File: config.mk
export PLATFORM = sky130hd
export DESIGN_NAME = bounded_position_deque_core
export DESIGN_NICKNAME = d
export VERILOG_FILES = /design/src/rtl/core/bpd_pkg.sv /design/src/rtl/core/bounded_position_deque_core.sv
export SDC_FILE = /design/constraint.sdc
export NUM_CORES = 1
export LEC_CHECK = 0
export BUFFER_PORTS_ARGS = -buffer_cell sky130_fd_sc_hd__buf_2
export CORE_MARGIN = 2
export CORE_UTILIZATION = 45
export DETAILED_ROUTE_END_ITERATION = 10
export HOLD_SLACK_MARGIN = 0.08
export SLEW_MARGIN = 5
export SYNTH_ARGS = -nofsm -noshare
export SYNTH_HDL_FRONTEND = slang
export SYNTH_SLANG_ARGS = --single-unit
File: constraint.sdc
create_clock -name clk -period 5.5 [get_ports clk]
set_input_delay 1.375 -clock clk [delete_from_list [all_inputs] [get_ports clk]]
set_output_delay 1.375 -clock clk [all_outputs]
set_load 0.02 [all_outputs]
File: src/rtl/core/bpd_pkg.sv
// shared types and constants for the bounded position deque
`timescale 1ns / 1ps

package bpd_pkg;

  localparam int DEPTH_DEFAULT      = 16;
  localparam int DATA_WIDTH_DEFAULT = 32;

  localparam int CAP_W    = 5;
  localparam int OP_W     = 3;
  localparam int STATUS_W = 3;
  localparam int WORD_W   = 32;

  localparam logic [CAP_W-1:0] CAP_RESET = CAP_W'(16);

  localparam logic [OP_W-1:0] OP_INS_REAR  = 3'd0;
  localparam logic [OP_W-1:0] OP_DEL_FRONT = 3'd1;
  localparam logic [OP_W-1:0] OP_INS_FRONT = 3'd2;
  localparam logic [OP_W-1:0] OP_DEL_REAR  = 3'd3;
  localparam logic [OP_W-1:0] OP_DISPLAY   = 3'd4;

  localparam logic [STATUS_W-1:0] STAT_DONE          = 3'd0;
  localparam logic [STATUS_W-1:0] STAT_FULL          = 3'd1;
  localparam logic [STATUS_W-1:0] STAT_FRONT_BLOCKED = 3'd2;
  localparam logic [STATUS_W-1:0] STAT_EMPTY         = 3'd3;
  localparam logic [STATUS_W-1:0] STAT_ITEM          = 3'd4;

  typedef enum logic [1:0] {
    ST_IDLE,
    ST_READ,
    ST_SHOW
  } state_t;

endpackage

File: src/rtl/core/bounded_position_deque_core.sv
// bounded double-ended queue over slot positions, with a display walker
`timescale 1ns / 1ps

// Command-style deque. An item (op, value) is taken when start is high and busy
// is low. Insert and delete items give one result on the cycle after they are
// taken. A display item walks the slot memory from front to rear and gives one
// result per stored value: a read state loads the slot, then a show state
// registers the result, and busy stays high until the walk reaches the rear.
// Results are shown for exactly one cycle with strobe high and cannot be held
// off; last marks the final result of each item. A display of an empty queue
// and a delete on an empty queue give one empty status. Deletes return no data.
// Ops 5 to 7 are ignored with no result. capacity may only be written while no
// item is in progress; 0 acts as 1 and values above DEPTH act as DEPTH.
module bounded_position_deque_core #(
  parameter int DEPTH      = bpd_pkg::DEPTH_DEFAULT,
  parameter int DATA_WIDTH = bpd_pkg::DATA_WIDTH_DEFAULT
) (
  input  logic                                clk,
  input  logic                                rst,
  input  logic                                start,
  output logic                                busy,
  input  logic [bpd_pkg::OP_W-1:0]            op,
  input  logic signed [bpd_pkg::WORD_W-1:0]   value,
  input  logic                                capacity_we,
  input  logic [bpd_pkg::CAP_W-1:0]           capacity_data,
  output logic                                strobe,
  output logic [bpd_pkg::STATUS_W-1:0]        status,
  output logic signed [bpd_pkg::WORD_W-1:0]   data,
  output logic                                last
);

  localparam int IW = (DEPTH > 1) ? $clog2(DEPTH) : 1;
  localparam int LW = (IW + 1 > bpd_pkg::CAP_W) ? IW + 1 : bpd_pkg::CAP_W;
  localparam logic [LW-1:0] DEPTH_L = LW'(DEPTH);

  bpd_pkg::state_t state, state_next;

  logic [bpd_pkg::CAP_W-1:0] capacity;
  logic [IW-1:0]             front, front_next;
  logic [IW-1:0]             rear, rear_next;
  logic                      is_empty, is_empty_next;
  logic [IW-1:0]             ptr, ptr_next;

  logic [DATA_WIDTH-1:0] mem [DEPTH];
  logic [DATA_WIDTH-1:0] rd_data;
  logic                  mem_we;
  logic [IW-1:0]         mem_addr;
  logic [DATA_WIDTH-1:0] word;

  logic                         strobe_next;
  logic [bpd_pkg::STATUS_W-1:0] status_next;
  logic [bpd_pkg::WORD_W-1:0]   data_next;
  logic                         last_next;

  logic          accept;
  logic [LW-1:0] cap_l;
  logic [LW-1:0] limit;
  logic          rear_full;
  logic          walk_end;

  assign busy     = (state != bpd_pkg::ST_IDLE);
  assign accept   = start && (state == bpd_pkg::ST_IDLE);
  assign word     = DATA_WIDTH'($unsigned(value));
  assign walk_end = (ptr == rear);

  // effective span limit, clamped to 1..DEPTH
  assign cap_l = LW'(capacity);
  always_comb begin
    if (cap_l == '0) begin
      limit = LW'(1);
    end else if (cap_l > DEPTH_L) begin
      limit = DEPTH_L;
    end else begin
      limit = cap_l;
    end
  end
  assign rear_full = (LW'(rear) + LW'(1)) >= limit;

  // next state
  always_comb begin
    state_next = state;
    unique case (state)
      bpd_pkg::ST_IDLE: begin
        if (accept && op == bpd_pkg::OP_DISPLAY && !is_empty) begin
          state_next = bpd_pkg::ST_READ;
        end
      end
      bpd_pkg::ST_READ: begin
        state_next = bpd_pkg::ST_SHOW;
      end
      bpd_pkg::ST_SHOW: begin
        state_next = walk_end ? bpd_pkg::ST_IDLE : bpd_pkg::ST_READ;
      end
      default: begin
        state_next = bpd_pkg::ST_IDLE;
      end
    endcase
  end

  // datapath and results
  always_comb begin
    front_next    = front;
    rear_next     = rear;
    is_empty_next = is_empty;
    ptr_next      = ptr;
    mem_we        = 1'b0;
    mem_addr      = '0;
    strobe_next   = 1'b0;
    status_next   = bpd_pkg::STAT_DONE;
    data_next     = '0;
    last_next     = 1'b1;
    unique case (state)
      bpd_pkg::ST_IDLE: begin
        if (accept) begin
          unique case (op)
            bpd_pkg::OP_INS_REAR: begin
              strobe_next = 1'b1;
              if (is_empty) begin
                front_next    = '0;
                rear_next     = '0;
                is_empty_next = 1'b0;
                mem_we        = 1'b1;
              end else if (rear_full) begin
                status_next = bpd_pkg::STAT_FULL;
              end else begin
                rear_next = rear + IW'(1);
                mem_we    = 1'b1;
                mem_addr  = rear + IW'(1);
              end
            end
            bpd_pkg::OP_INS_FRONT: begin
              strobe_next = 1'b1;
              if (is_empty) begin
                front_next    = '0;
                rear_next     = '0;
                is_empty_next = 1'b0;
                mem_we        = 1'b1;
              end else if (front == '0) begin
                status_next = bpd_pkg::STAT_FRONT_BLOCKED;
              end else begin
                front_next = front - IW'(1);
                mem_we     = 1'b1;
                mem_addr   = front - IW'(1);
              end
            end
            bpd_pkg::OP_DEL_FRONT, bpd_pkg::OP_DEL_REAR: begin
              strobe_next = 1'b1;
              if (is_empty) begin
                status_next = bpd_pkg::STAT_EMPTY;
              end else if (front == rear) begin
                front_next    = '0;
                rear_next     = '0;
                is_empty_next = 1'b1;
              end else if (op == bpd_pkg::OP_DEL_FRONT) begin
                front_next = front + IW'(1);
              end else begin
                rear_next = rear - IW'(1);
              end
            end
            bpd_pkg::OP_DISPLAY: begin
              if (is_empty) begin
                strobe_next = 1'b1;
                status_next = bpd_pkg::STAT_EMPTY;
              end else begin
                ptr_next = front;
              end
            end
            default: begin
              // unused op codes give no result
            end
          endcase
        end
      end
      bpd_pkg::ST_READ: begin
        // slot at ptr is being read into rd_data
      end
      bpd_pkg::ST_SHOW: begin
        strobe_next = 1'b1;
        status_next = bpd_pkg::STAT_ITEM;
        data_next   = bpd_pkg::WORD_W'(rd_data);
        last_next   = walk_end;
        if (!walk_end) begin
          ptr_next = ptr + IW'(1);
        end
      end
      default: begin
      end
    endcase
  end

  always_ff @(posedge clk) begin
    if (rst) begin
      state    <= bpd_pkg::ST_IDLE;
      capacity <= bpd_pkg::CAP_RESET;
      front    <= '0;
      rear     <= '0;
      is_empty <= 1'b1;
      ptr      <= '0;
      strobe   <= 1'b0;
    end else begin
      state    <= state_next;
      front    <= front_next;
      rear     <= rear_next;
      is_empty <= is_empty_next;
      ptr      <= ptr_next;
      strobe   <= strobe_next;
      if (capacity_we) begin
        capacity <= capacity_data;
      end
    end
  end

  always_ff @(posedge clk) begin
    status <= status_next;
    data   <= data_next;
    last   <= last_next;
  end

  // slot memory: one write port, one registered read port
  always_ff @(posedge clk) begin
    if (mem_we) begin
      mem[mem_addr] <= word;
    end
  end

  always_ff @(posedge clk) begin
    rd_data <= mem[ptr];
  end

endmodule

==> run metrics, run 1 <==
status=complete, no violations; GRT Resource Usage Total=18.1%; Synth area leaders=edfxtp_1 (68%), mux4_2 (16%), dfxtp_1 (7.9%); syn_area_per_cell=21.4 um^2; port bufs=81; most frequent cells in the layout=edfxtp_1 (512), mux4_2 (160), dfxtp_1 (85); post-synth top area cell=edfxtp_1; hold path cells=1; largest net degree at the start of global routing=75; multi-input logic area=5320 um^2; commonest non-fill, non-tap cell in the layout=edfxtp_1; total number of yosys warnings=0; post-route ant nets=0; worst reg2reg path endpoint=mem[11][20]; # diodes=0; Reg2Reg Depth=10; Post-Synth XOR/XNOR Area=less than 1%; grt total ovfl=0; peak supply drop=0.252 mV; H-tree lvl count=2; Seq/Total Area, Yosys=between 70% and 80%; Final Hold Violating Endpoints=0; fillcell total=between 3,000 and 4,000; final worst path period share=72.4%; first-pass GRT wire length=70.5 mm; Initial Util=45.4%; CP startpoint kind=flip-flop; Slew Limit Fails=0; compound-cell area share of the yosys netlist=2.32%; Synth cell types=66; Max Fclk=251 MHz; Power Dens Cells=around 350 nW/um^2; Main synth FF type=edfxtp_1; # rows=82; share of layout cells above drive strength 1=33.1%; post-DP HPWL=approximately 26 mm; Yosys reg bits=601; CP Class=flip-flop to flip-flop; Post-synth EDFFs=~510; post-synthesis mux area share=16.1%; post-route setup TNS=0 ns; net count after synthesis=1,114; worst setup path start=rear[0]; CTS tree=built; largest family of logic cells by synthesized area=multiplexers; Post-Synth Adder-Cell Area=0.552%; FFs w/ async S/R, synth=0%; WHS=0.424 ns; R2R Path Start=rear[0]; routed length per instance=24.3 um; final WL=roughly 46 mm; setup repair bufs after CTS=0; number of global-route vias before repair=between 10,000 and 15,000; post-layout min period=3.98 ns; Syn-to-layout area delta=14.9%; relative slew slack=30.0%; clock tree buffer depth=3; Data required, critical path=5.78 ns; Die Span X=228 um; drt initial violations=just under 800; clk_skew=0.0215 ns; worst reg-to-reg setup slack=1.52 ns; top cell type's share of synthesized area=between 60% and 70%; # Max-Cap Violations=0; Worst-Margin Slew=1.05 ns; Chip Height=228 um; CTS root buf=clkbuf_16; worst hold path class=flip-flop to flip-flop; storage element area=17,200 um^2; CP endpoint=mem[11][20]; crit path DAT=4.27 ns; hold-fix buffers at CTS=0; final setup fails=0; synthesized area=roughly 23,000 um^2; Remaining DRCs=0; gpl congestion=0.809; post-synthesis simple-gate area fraction=between 3 and 4%; clock sink count=601; post-DR vias/cell=5.51; core area=around 50,000 um^2; clk slew on worst S/H paths=0.06 ns; Post-Syn Instances=1,060; I/O Pins=approximately 80; final core occ=52.1%; worst-skew pair later-pin latency=0.61 ns; Pre-antenna DRT Iters=5; CTS buffer count=60; post-CTS resize count=0; fin nets=roughly 1,200; RSZ-0062 raised after global routing=false; endpoint class of the critical path=flip-flop; static leakage=8.37 nW; initial antenna violation count=0; via count=10,400; Max Fanout on Critical Path=17; Die ar.=52,200 um^2
==> synth_stat cells, drive strengths merged, types with 5 or more instances <==
cell type,number
mux4,160
edfxtp,512
a21oi,24
buf,32
mux2i,5
nor2,39
nand3,6
ha,10
dfxtp,89
o21ai,8
nor3,8
and2,33
nand2b,8
a211oi,5
nand2,25
clkbuf,25
xor2,9
inv,7
==> worst max-delay path: stages (launching register included) <==
cell      delay [ns]
dfxtp_1         0.57
ha_1            0.30
xor2_1          0.34
ha_1            0.32
a21o_1          0.15
a31oi_1         0.28
o211ai_1        0.23
a21oi_1         0.22
nand2_1         0.27
nor2_4          0.56
buf_4           0.39
==> logic make-up (layout without fill, tap and decap cells) <==
| family | count (synthesis) | after routing |
|---|---|---|
| xor+xnor | 12 | 12 |
| flops | 601 | 601 |
| mux | 165 | 165 |
| fa+ha+maj | 10 | 10 |
| simple gates | 141 | 141 |
| compound gates | 66 | 66 |
| buf+inv | 65 | 226 |
==> how the worst min path moves through the flow <==
stage           startpoint  endpoint
2_1_floorplan   rd_data[0]   data[0]
5_1_grt        rd_data[17]  data[17]
4_1_cts        rd_data[23]  data[23]
6_report       rd_data[23]  data[23]
3_3_place_gp    rd_data[4]   data[4]
3_5_place_dp    rd_data[9]   data[9]
==> sequential cells by signal, indices dropped and copies added (netlist names) <==
signal and flops:
last 1, cap_l 5, status 3, state 2
data 32, strobe 1, rear 4, front 4
mem 512, rd_data 32, is_empty 1, ptr 4
==> per-stage QoR <==
stage | instance area (um^2) | total power [mW] | setup WS (ns) | std cells
2_1_floorplan | 22700 | 5.14 | 0.905 | 1060
3_3_place_gp | 24000 | 5.23 | 1.25 | 1780
3_5_place_dp | 24000 | 5.24 | 1.19 | 1780
4_1_cts | 26000 | 9.34 | 1.50 | 1893
5_1_grt | 26000 | 9.52 | 1.18 | 1893
6_report | 26000 | 9.24 | 1.52 | 1893
==> report_power, final <==
group          switching (mW)  internal [mW]
logic                   0.114         0.0534
registers              0.0116           4.96
clock network            1.69           2.41
==> routing by layer <==
layer | vias to the layer above | track usage [%] | wire length (um)
li1 | 4568 | - | -
met1 | 5552 | 25.3 | 20300
met2 | 246 | 29.7 | 22700
met3 | 66 | 2.61 | 1950
met4 | 0 | 5.74 | 1060
met5 | - | 0 | 0
==> area by class of cell <==
cell class / count / share of cell area (%)
Clock buffer: 74 / 6.33
Sequential cell: 601 / 66.0
Multi-Input combinational cell: 394 / 20.5
Inverter: 8 / 0.115
Timing Repair Buffer: 105 / 2.54
Clock inverter: 39 / 1.38
Tap cell: 672 / 3.23
No activity file was read; power rests on OpenSTA's default activity.
==> run 2: changes to the inputs <==
--- a/config.mk
+++ b/config.mk
@@ -5,6 +5,7 @@
 export SDC_FILE = /design/constraint.sdc
 export NUM_CORES = 1
 export LEC_CHECK = 0
+export ABC_AREA = 1
 export BUFFER_PORTS_ARGS = -buffer_cell sky130_fd_sc_hd__buf_2
 export CORE_MARGIN = 2
 export CORE_UTILIZATION = 45
==> constraint.sdc (replaced) <==
create_clock -name clk -period 4.1 [get_ports clk]
set_input_delay 1.025 -clock clk [delete_from_list [all_inputs] [get_ports clk]]
set_output_delay 1.025 -clock clk [all_outputs]
set_load 0.02 [all_outputs]
==> run metrics, run 2 <==
status=complete, no violations; met3 Usage GRT=3.31%; core area=51,500 um^2; synth cell count leaders=edfxtp_1 (512), nor2_1 (472), o21ai_0 (233), o211ai_1 (128), nand2_1 (116); Data required, critical path=4.42 ns; CTS buffer count=59; drt initial violations=1,579; top flop regs=mem (512), data (32), rd_data (32); Pre-antenna DRT Iters=5; grt total ovfl=0; endpoint class of the critical path=flip-flop; synthesized area=23,500 um^2; worst reg-to-reg setup slack=0.66 ns; total number of yosys warnings=0; clk_skew=0.0126 ns; final worst path period share=83.9%; Post-synth EDFFs=512; Power Dens Cells=454 nW/um^2; clock tree buffer depth=3; final WL=58.9 mm; Slew Limit Fails=0; crit path DAT=3.76 ns; post-synth top area cell=edfxtp_1; commonest non-fill, non-tap cell in the layout=edfxtp_1; post-layout min period=between 3 and 4 ns; setup repair bufs after CTS=0; Yosys reg bits=601; Chip Height=233 um; Max Fanout on Critical Path=18; post-DP HPWL=35.3 mm; R2R Path Start=cap_l[0]; clock sink count=601; worst setup path start=cap_l[0]; met2 usage=36.2%; Seq/Total Area, Yosys=72.9%; gpl congestion=0.860; top cell type's share of synthesized area=65.3%; Cell Area, Placed=24,700 um^2; final core occ=51.6%; most used routing layer=met2; FFs w/ async S/R, synth=0%; Remaining DRCs=0; static leakage=9.05 nW; fin nets=approximately 2,000; relative slew slack=42.3%; Die Span X=233 um; final setup fails=0; final instance area=between 20,000 and 30,000 um^2; post-route setup TNS=0 ns; Die ar.=54,100 um^2; CP Class=flip-flop to flip-flop; met1 Resource Use GR=29.8%; Max Fclk=~290 MHz; syn_area_per_cell=about 12 um^2; count leader, synth=edfxtp_1; Most flops, register=mem; worst-skew pair later-pin latency=0.62 ns; CP endpoint=mem[14][20]; Main synth FF type=edfxtp_1; CTS root buf=clkbuf_16; routed length per instance=21.6 um; RSZ-0062 raised after global routing=false; # Max-Cap Violations=0; first-pass GRT wire length=89.6 mm; # rows=83; max reg flops=512; CTS tree=built; initial antenna violation count=0; Synth area leaders=edfxtp_1 (65%), dfxtp_1 (7.6%), nor2_1 (7.5%); Initial Util=45.7%; share of layout cells above drive strength 1=12.6%; CP startpoint kind=flip-flop; post-DR vias/cell=5.43; Post-Syn Instances=1,921; Synth cell types=35; peak supply drop=between 0.3 and 0.4 mV; hold-fix buffers at CTS=0; post-CTS resize count=0; # diodes=0; worst reg2reg path endpoint=mem[14][20]; most frequent cells in the layout=edfxtp_1 (512), nor2_1 (456), o21ai_0 (233); number of global-route vias before repair=14,600; port bufs=81; Reg2Reg Depth=9; Syn-to-layout area delta=12.9%; I/O Pins=82; worst hold path class=flip-flop to flip-flop; net count after synthesis=1,975; post-route ant nets=0; largest net degree at the start of global routing=around 140; clk slew on worst S/H paths=0.06 ns; via count=~15,000; Worst-Margin Slew=0.864 ns; Final Hold Violating Endpoints=0; H-tree lvl count=2; GRT Resource Usage Total=22.1%
## run 2: through the flow
stage / hold slack, ns / setup WS [ns] / cells / total power [mW]
floorplan: 0.394 / 0.280 / 1921 / 6.89
global placement: 0.394 / 0.703 / 2611 / 7.05
detailed placement: 0.398 / 0.664 / 2611 / 7.06
CTS: 0.405 / 0.629 / 2723 / 12.2
global route: 0.418 / 0.332 / 2723 / 12.4
finish: 0.403 / 0.661 / 2723 / 12.1
## run 2: how the worst min path moves through the flow
stage	start	to	cells past startpoint
global placement	rd_data[7]	data[7]	2
detailed placement	rd_data[23]	data[23]	2
CTS	rd_data[31]	data[31]	2
floorplan	rd_data[0]	data[0]	2
global route	rd_data[1]	data[1]	2
finish	rd_data[7]	data[7]	2
## run 2: layout make-up
class,instances,area (um^2)
clock inverters,28,198
multi-input cells,1143,5630
flip-flops and latches,601,17200
repair buffers,126,856
inverters,61,241
clock buffers,84,1630
well taps,680,851
fillers,4426,24900
## run 2: cells by family after synthesis
logic type | Yosys count | share of synthesized area [%]
adder cells (fa/ha/maj) | 10 | 0.532
XOR/XNOR | 10 | 0.372
buffers and inverters | 177 | 3.71
AND/OR/NAND/NOR | 685 | 11.8
flip-flops | 601 | 72.9
AO/OA/AOI/OAI | 438 | 10.7
## run 2: per-layer routing
metal  part of all wire [%]  routed length (um)
met4                    3.8                2220
met3                    5.5                3230
met5                      0                   0
met2                     48               28100
met1                     43               25400
## run 2: where the power goes
group,switching [mW],total (mW),leakage [nW],internal (mW)
logic,0.201,0.258,2.82,0.0574
clock network,2.25,5.14,0.886,2.89
registers,0.0152,6.67,5.34,6.65
total,2.47,12.1,9.05,9.59
## run 2: worst max-delay path: stages, from the launching register on
cell     delay (ns)
dfxtp_1        0.31
or4_1          0.53
o21ai_0        0.19
ha_1           0.26
o21ai_0        0.42
nand4_1        0.23
nand2_1        0.18
nand3_2        0.24
nor2_4         0.51
buf_12         0.25
==> run 3: changes to the inputs <==
==> constraint.sdc (replaced) <==
create_clock -name clk -period 3.3 [get_ports clk]
set_input_delay 0.825 -clock clk [delete_from_list [all_inputs] [get_ports clk]]
set_output_delay 0.825 -clock clk [all_outputs]
set_load 0.02 [all_outputs]
==> run metrics, run 3 (same netlist as run 2, synthesis figures left out) <==
status=complete, no violations; final instance area=27,000 um^2; Final Hold Violating Endpoints=0; hold path cells=2; Worst-Margin Slew=just over 0.9 ns; post-DP HPWL=35.1 mm; sequential cell fraction of total power=53.7%; Slew Limit Fails=0; CTS buffer count=60; routed length per instance=21.5 um; first-pass GRT wire length=89.2 mm; Pre-antenna DRT Iters=5; largest net degree at the start of global routing=76; I/O Pins=82; fillcell total=4,465; gpl congestion=0.819; Power Internal=12.2 mW; clock share of power=44.2%; static leakage=9.28 nW; Chip Height=233 um; H-tree lvl count=2; post-DR vias/cell=5.48; worst-skew pair later-pin latency=between 0.6 and 0.7 ns; final setup fails=0; commonest non-fill, non-tap cell in the layout=edfxtp_1; Reg2Reg Depth=12; Data required, critical path=3.61 ns; endpoint class of the critical path=flip-flop; switch share=20.6%; Initial Util=45.7%; Sw Pwr=between 3 and 4 mW; max reg flops=512; most frequent cells in the layout=edfxtp_1 (512), nor2_1 (455), o21ai_0 (232); clock tree buffer depth=3; CTS root buf=clkbuf_16; initial antenna violation count=0; port bufs=81; RSZ-0062 raised after global routing=true; CTS tree=built; WHS Endpoint=data[31]; peak supply drop=0.469 mV; top flop regs=mem (512), data (32), rd_data (32); Remaining DRCs=0; grt total ovfl=0; clock sink count=~600; via count=15,000; WHS=~0.40 ns; worst setup path start=cap_l[0]; relative slew slack=around two fifths; Die Span X=233 um; Most flops, register=mem; clk slew on worst S/H paths=0.06 ns; clk_skew=0.0162 ns; # diodes=0; worst hold path class=flip-flop to flip-flop; # rows=between 80 and 90; number of global-route vias before repair=14,500; Power Dens Cells=570 nW/um^2; # Max-Cap Violations=0; hold-fix buffers at CTS=0; share of layout cells above drive strength 1=13.8%; worst reg2reg path endpoint=mem[4][19]; GRT Resource Usage Total=~22%; worst reg-to-reg setup slack=roughly 0.21 ns; final core occ=52.5%; Max Fclk=323 MHz; core area=51,500 um^2; Die ar.=54,100 um^2; HP Start=rd_data[31]; crit path DAT=around 3.4 ns; fin nets=2,059; proportion of power drawn by combinational gates=under 10%; post-route setup TNS=0 ns; CP startpoint kind=flip-flop; final WL=roughly 59 mm; drt initial violations=around 1,300; final worst path period share=93.8%; post-route ant nets=0; R2R Path Start=cap_l[0]; Cell Area, Placed=25,000 um^2; post-layout min period=3.09 ns; Max Fanout on Critical Path=13; Syn-to-layout area delta=14.9%; CP Class=flip-flop to flip-flop
==> run 3: how the worst max path moves through the flow <==
| stage | depth (start not counted) | endpoint | slack, ns |
|---|---|---|---|
| after floorplan | 8 | mem[13][0] | -0.52 |
| after global placement | 9 | mem[6][7] | 0.13 |
| after detailed placement | 9 | mem[4][14] | 0.11 |
| after CTS | 9 | mem[4][19] | 0.08 |
| after global routing | 12 | mem[6][23] | -0.04 |
| final | 12 | mem[4][19] | 0.21 |
==> run 3: critical path: stages, from the launching register on <==
cell	delay (ns)
dfxtp_1	0.32
or4_1	0.54
nand2_1	0.10
nand2_1	0.07
ha_1	0.29
nand2_1	0.08
nor2_1	0.05
o21ai_1	0.19
nand4_1	0.21
nand2_1	0.18
nand4_2	0.27
nor2_4	0.22
buf_4	0.26
==> run 3: power by group through the flow <==
stage	clock network, mW	registers (mW)	logic (mW)
after floorplan	0	8.44	0.121
after global placement	0	8.44	0.314
after detailed placement	0	8.44	0.320
after CTS	6.96	8.28	0.321
after global routing	7.25	8.28	0.352
final	6.82	8.28	0.317
==> run 3: layout make-up <==
type	instances	area, um^2	share of cell area (%)
repair buffers	138	1180	4.38
multi-input cells	1143	5630	20.8
clock inverters	27	278	1.03
well taps	680	851	3.15
inverters	61	236	0.874
clock buffers	87	1700	6.30
flip-flops and latches	601	17200	63.5
==> run 3: through the flow <==
step	power, mW	cells	setup WS, ns
2_1_floorplan	8.56	1921	-0.520
3_3_place_gp	8.76	2620	0.132
3_5_place_dp	8.76	2620	0.108
4_1_cts	15.6	2734	0.0788
5_1_grt	15.9	2737	-0.0427
6_report	15.4	2737	0.206
==> run 3: metal layers <==
layer	up-vias	share of wire, %	track usage [%]
met4	0	3.2	7.98
met5	-	0	0
met1	7380	43	29.9
met3	112	6.2	3.63
li1	7027	-	-
met2	483	48	35.7
==> run 3: timing repair <==
action	CTS	global route
endpoints found under the setup margin	0	509
gates resized for setup	0	2
setup buffers	0	3
